**src/hdl/boa_pkg.sv**
```systemverilog
// ----------------------------------------------------------------------------
// boa_pkg
// shared widths, register indexes, defaults and pipeline control types
// ----------------------------------------------------------------------------
`default_nettype none

package boa_pkg;

  // default grid and box sizes, whole position units
  localparam int GRID_STEP_DEF  = 100;
  localparam int BOX_WIDTH_DEF  = 400;
  localparam int BOX_HEIGHT_DEF = 400;
  localparam int BOX_LENGTH_DEF = 400;

  // field widths
  localparam int POS_W    = 24;
  localparam int VEL_W    = 24;
  localparam int RANGE_W  = 23;
  localparam int WEIGHT_W = 16;

  // internal widths
  localparam int T_W   = POS_W + 1;     // boid minus corner
  localparam int GV_W  = 20;            // grid value, Q.8, box sizes up to 4096
  localparam int IDX_W = 12;            // grid index
  localparam int D_W   = T_W + 1;       // sample offset
  localparam int D2_W  = 52;            // squared length
  localparam int KEY_W = 3 * IDX_W;     // visit order key

  localparam int N_STAGES = 11;

  // configuration port
  localparam int CFG_ADDR_W = 3;
  localparam int CFG_DATA_W = 24;

  localparam logic [CFG_ADDR_W-1:0] CFG_AVOID_ENABLE = 3'd0;
  localparam logic [CFG_ADDR_W-1:0] CFG_OBSTACLE_X   = 3'd1;
  localparam logic [CFG_ADDR_W-1:0] CFG_OBSTACLE_Y   = 3'd2;
  localparam logic [CFG_ADDR_W-1:0] CFG_OBSTACLE_Z   = 3'd3;
  localparam logic [CFG_ADDR_W-1:0] CFG_AVOID_RANGE  = 3'd4;
  localparam logic [CFG_ADDR_W-1:0] CFG_AVOID_WEIGHT = 3'd5;

  localparam logic [RANGE_W-1:0]  RANGE_RST  = 23'd25600;
  localparam logic [WEIGHT_W-1:0] WEIGHT_RST = 16'd6554;

  // stage advance strobes for the per-axis grid search
  typedef struct packed {
    logic sa;
    logic sb;
    logic sc;
  } boa_adv_t;

endpackage

`default_nettype wire

```
**src/hdl/boa_axis.sv**
```systemverilog
// ----------------------------------------------------------------------------
// boa_axis
// nearest grid value and nearest face value along one box axis, three stages
// ----------------------------------------------------------------------------
`default_nettype none

module boa_axis import boa_pkg::*; #(
  parameter int SIZE = BOX_WIDTH_DEF,
  parameter int STEP = GRID_STEP_DEF
) (
  input  wire logic                   clk,
  input  wire boa_adv_t               adv,
  input  wire logic signed [T_W-1:0]  t_i,
  output logic             [GV_W-1:0] f_o,
  output logic             [IDX_W-1:0] fi_o,
  output logic             [GV_W-1:0] b_o,
  output logic             [IDX_W-1:0] bi_o
);

  localparam int LIDX = (SIZE - 1) / STEP;
  localparam int S    = STEP * 256;
  localparam int LQ   = LIDX * S;
  localparam int TC_W = $clog2(LQ + 2);
  localparam int M    = (2 ** TC_W) / S;
  localparam int M_W  = $clog2(M + 2);
  localparam int SW   = $clog2(S + 1);
  localparam int RW   = ((TC_W > SW) ? TC_W : SW) + 1;
  localparam int P_W  = TC_W + M_W;

  // stage a: clamp flags, quotient estimate, face choice
  logic                lo_a, hi_a, bsel_a;
  logic [TC_W-1:0]     tc_a;
  logic [P_W-1:0]      prod_a;
  logic                lo_r, hi_r, bsel_r;
  logic [TC_W-1:0]     tc_r;
  logic [M_W-1:0]      q_r;

  always_comb begin
    lo_a   = (t_i <= T_W'(0));
    hi_a   = (t_i >= T_W'(LQ));
    bsel_a = ($signed({t_i, 1'b0}) > (T_W + 1)'(LQ));
    tc_a   = t_i[TC_W-1:0];
    prod_a = P_W'(tc_a) * P_W'(M);
  end

  always_ff @(posedge clk) begin
    if (adv.sa) begin
      lo_r   <= lo_a;
      hi_r   <= hi_a;
      bsel_r <= bsel_a;
      tc_r   <= tc_a;
      q_r    <= prod_a[P_W-1:TC_W];
    end
  end

  // stage b: remainder with one correction step
  logic [RW-1:0]  r0_b;
  logic           lo_b_r, hi_b_r, bsel_b_r;
  logic [M_W-1:0] q1_r;
  logic [RW-1:0]  r1_r;

  assign r0_b = RW'(tc_r) - RW'(TC_W'(q_r * S));

  always_ff @(posedge clk) begin
    if (adv.sb) begin
      lo_b_r   <= lo_r;
      hi_b_r   <= hi_r;
      bsel_b_r <= bsel_r;
      if (r0_b >= RW'(S)) begin
        q1_r <= q_r + M_W'(1);
        r1_r <= r0_b - RW'(S);
      end else begin
        q1_r <= q_r;
        r1_r <= r0_b;
      end
    end
  end

  // stage c: round to nearest, ties to the lower grid value
  logic             up_c;
  logic [IDX_W-1:0] n_c;

  always_comb begin
    up_c = ({r1_r, 1'b0} > (RW + 1)'(S));
    priority if (lo_b_r) n_c = '0;
    else if (hi_b_r)     n_c = IDX_W'(LIDX);
    else                 n_c = IDX_W'(q1_r) + IDX_W'(up_c);
  end

  always_ff @(posedge clk) begin
    if (adv.sc) begin
      fi_o <= n_c;
      f_o  <= GV_W'(32'(n_c) * S);
      b_o  <= bsel_b_r ? GV_W'(LQ) : '0;
      bi_o <= bsel_b_r ? IDX_W'(LIDX) : '0;
    end
  end

endmodule

`default_nettype wire

```
**config.mk**
```make
export PLATFORM = sky130hd
export DESIGN_NAME = boa_axis
export DESIGN_NICKNAME = d
export VERILOG_FILES = /design/src/hdl/boa_pkg.sv /design/src/hdl/boa_axis.sv
export SDC_FILE = /design/constraint.sdc
export NUM_CORES = 1
export LEC_CHECK = 0
export BUFFER_PORTS_ARGS = -buffer_cell sky130_fd_sc_hd__buf_2
export CAP_MARGIN = 20
export CORE_UTILIZATION = 35
export DETAILED_ROUTE_END_ITERATION = 10
export PLACE_DENSITY_LB_ADDON = 0.2
export SLEW_MARGIN = 20
export SYNTH_ARGS = -nofsm -noshare
export SYNTH_HDL_FRONTEND = slang
export SYNTH_SLANG_ARGS = --single-unit
```
**constraint.sdc**
```tcl
create_clock -name clk -period 3.9 [get_ports clk]
set_input_delay 0.975 -clock clk [delete_from_list [all_inputs] [get_ports clk]]
set_output_delay 0.975 -clock clk [all_outputs]
set_load 0.02 [all_outputs]
```
==> run_results.csv <==
group,metric,value,unit
status,outcome,"finished clean",
floorplanning,die_w,107,um
grt,grt_max_degree,25,
cts,clock_sinks,59,
setup_path,crit_required,3.98,ns
finish,drive_gt1_share,20.2,%
drt,drc,0,
drt,vias,2347,
cts,clk_latency,0.32,ns
sta,period_minus_slack,3.22,ns
floorplanning,core,10500,um^2
logic_synthesis,synth_top_family_by_area,"adder cells",
logic_synthesis,ys_top_cells_by_area,"edfxtp_1, ha_1, buf_4, xnor2_1, a21o_1",
setup_path,path_class,"register to register",
setup_path,worstPathMaxFanout,3,
logic_synthesis,synth.most_common_cell,"edfxtp_1",
logic_synthesis,yosys.area.top_type_share,46.2,%
cts,htreeDepth,3,
logic_synthesis,yosys.area_share.simple,10.6,%
grt,grt_pass1_wl,9950,um
logic_synthesis,avgSynthCellArea,12.0,um^2
finish,final_util,40.2,%
power_and_ir_drop,p_switching,0.719,mW
power_and_ir_drop,intPower,1.44,mW
cts,ctsHoldBuffers,0,
sta,rsz0062_at_grt,"no",
floorplanning,die-area,11400,um^2
sta,finalClockSkew,0.00843,ns
finish,final_nets,451,
cts,clk_pin_slew,0.07,ns
logic_synthesis,async_flop_share,0,%
floorplanning,initial_core_util,36.7,%
setup_path,end_kind,"register",
drt,via_per_inst,4.58,
floorplanning,io_pins,93,
grt,first_global_vias,2186,
floorplanning,chipHeight,107,um
sta,setup_tns,0,ns
cts,cts_made_buffers,9,
logic_synthesis,ys_ff_latch,59,
grt,grt_use_total,11.2,%
power_and_ir_drop,p_seq_share,40.8,%
sta,finalCritPeriodShare,82.6,%
power_and_ir_drop,peakVddDrop,0.195,mV
placement,dp_hpwl,4930,um
drt,detail-route-antenna-nets,0,
sta,finalHoldViolCount,0,
floorplanning,row_count,37,
run,cap_viol_max_count,0,
cts,cts_root_buf,"clkbuf_8",
logic_synthesis,yosys_warnings,0,
sta,setup_ws,0.680,ns
sta,maxSlewViolCount,0,
drt,wire_per_inst,11.9,um
logic_synthesis,synth_area_leader_cell,"edfxtp_1",
logic_synthesis,yosys.area_share.adder,17.0,%
power_and_ir_drop,leakage,1.84,nW
cts,cts_setup_buffers,0,
power_and_ir_drop,clock_power_share,23.9,%
logic_synthesis,synthXorXnorAreaFrac,3.36,%
logic_synthesis,synth-compound-area-share,11.0,%
logic_synthesis,muxShareOfSynthArea,0.293,%
power_and_ir_drop,p_sw_share,33.4,%
logic_synthesis,synth_cell_types,55,
setup_path,cp.arrival,3.30,ns
sta,slew_headroom,66.0,%
drt,drt_iter0_drc,63,
drt,routed_wl,6110,um
grt,antenna_found_initial,0,
placement,port_buffers,48,
logic_synthesis,syn_area,3840,um^2
power_and_ir_drop,cellPowerDensity,512,nW/um^2
cts,tritoncts,"done",
logic_synthesis,synth_common_cells,"edfxtp_1, buf_4, ha_1, inv_1",
sta,timing.fmax,0.311,GHz
cts,cts_resized,0,
drt,drtPass1Iterations,4,
logic_synthesis,ys.flop_type,"edfxtp_1",
finish,fillers,1045,
logic_synthesis,synth-edff-count,59,
hold_path,hold_path.class,"register to register",
finish,seqCellArea,1770,um^2
logic_synthesis,synth_cells,321,
sta,setup_violations,0,
finish,area_delta_synth_final,9.55,%
placement,globalplace.congestion,0.734,
sta,worst_pin_slew,0.510,ns
grt,grt_overflow_total,0,
cts,cts_buffer_depth,2,
setup_path,startpoint_type,"register",
logic_synthesis,synth-seq-area-share,46.2,%
finish,diodes,0,
placement,pre_cts_slack,0.657,ns
finish,multiInputGateArea,1780,um^2
power_and_ir_drop,combPwrFrac,35.3,%
==> cells by family (layout without fill, tap and decap cells) <==
| family | count (synthesis) | count (layout) |
|---|---|---|
| compound gates | 60 | 60 |
| xor+xnor | 13 | 13 |
| fa+ha+maj | 51 | 51 |
| buf+inv | 66 | 78 |
| flops | 59 | 59 |
| mux | 1 | 1 |
| other cells | 1 | 44 |
| simple gates | 70 | 70 |
==> power groups by stage <==
stage / clock (mW) / combinational [mW] / sequential, mW
after floorplan: 0 / 0.619 / 0.906
after global routing: 0.559 / 0.854 / 0.892
after global placement: 0 / 0.762 / 0.891
after detailed placement: 0 / 0.767 / 0.892
final: 0.516 / 0.761 / 0.878
after CTS: 0.531 / 0.772 / 0.880
==> flip-flops by register name, indices dropped and copies added, names as in the netlist <==
register / flops
bi_o: 1
bsel_b_r: 1
bsel_r: 1
f_o: 10
fi_o: 1
hi_b_r: 1
hi_r: 1
lo_b_r: 1
lo_r: 1
q1_r: 3
q_r: 3
r1_r: 18
tc_r: 17
==> worst max-delay path, cell delays in order (launching register included) <==
cell      delay (ns)
edfxtp_1        0.37
nor4_1          0.28
nand3_1         0.10
a211oi_1        0.25
o21ai_0         0.11
ha_1            0.22
ha_1            0.27
nor2_1          0.03
nor2_1          0.20
ha_1            0.28
ha_1            0.23
fa_1            0.40
a21oi_1         0.17
xnor2_1         0.08
==> layout make-up <==
class                   instances  share of cell area (%)
clock inverters                 5                    1.28
repair buffers                 48                    5.71
inverters                      14                    1.25
clock buffers                  11                    3.13
flip-flops and latches         59                    42.1
well taps                     136                    4.05
multi-input cells             239                    42.4
==> final timing paths <==
kind	startpoint	to	slack (ns)	depth (start not counted)
setup / recovery	r1_r[3]	f_o[18]	0.68	13
hold / removal	bsel_b_r	bi_o[0]	0.42	0
setup reg to reg	r1_r[3]	f_o[18]	0.68	13
hold reg to reg	bsel_b_r	bi_o[0]	0.42	0
==> per-layer routing <==
| metal | global-route usage (%) | part of all wire (%) | routed length [um] | vias to the layer above |
|---|---|---|---|---|
| met3 | 2.55 | 4.3 | 265 | 6 |
| met4 | 4.70 | 0.93 | 57 | 0 |
| met2 | 18.9 | 47 | 2880 | 63 |
| li1 | - | - | - | 1199 |
| met5 | 0 | 0 | 0 | - |
| met1 | 13.9 | 48 | 2910 | 1079 |
==> layout by cell type, fill, tap and decap left out, types with 4 or more instances in the layout <==
| cell | netlist | routed |
|---|---|---|
| buf_2 | 0 | 48 |
| edfxtp_1 | 59 | 59 |
| nand3_1 | 9 | 9 |
| a21o_1 | 8 | 8 |
| a31oi_1 | 4 | 4 |
| xnor2_1 | 9 | 9 |
| inv_1 | 14 | 14 |
| conb_1 | 1 | 44 |
| a21oi_1 | 11 | 11 |
| o21ai_0 | 9 | 9 |
| nor2_1 | 12 | 12 |
| o21a_1 | 4 | 4 |
| nand2_1 | 12 | 12 |
| nor4_1 | 7 | 7 |
| nor3_1 | 9 | 9 |
| clkbuf_8 | 0 | 9 |
| ha_1 | 49 | 49 |
==> metrics by stage <==
stage	instance area, um^2	hold WS (ns)	cells	power, mW
6_report	4200	0.422	512	2.15
5_1_grt	4200	0.440	512	2.31
4_1_cts	4200	0.427	512	2.18
3_5_place_dp	4020	0.412	496	1.66
3_3_place_gp	4020	0.408	496	1.65
2_1_floorplan	4000	0.400	364	1.52
Power figures use the tool's default switching activity.
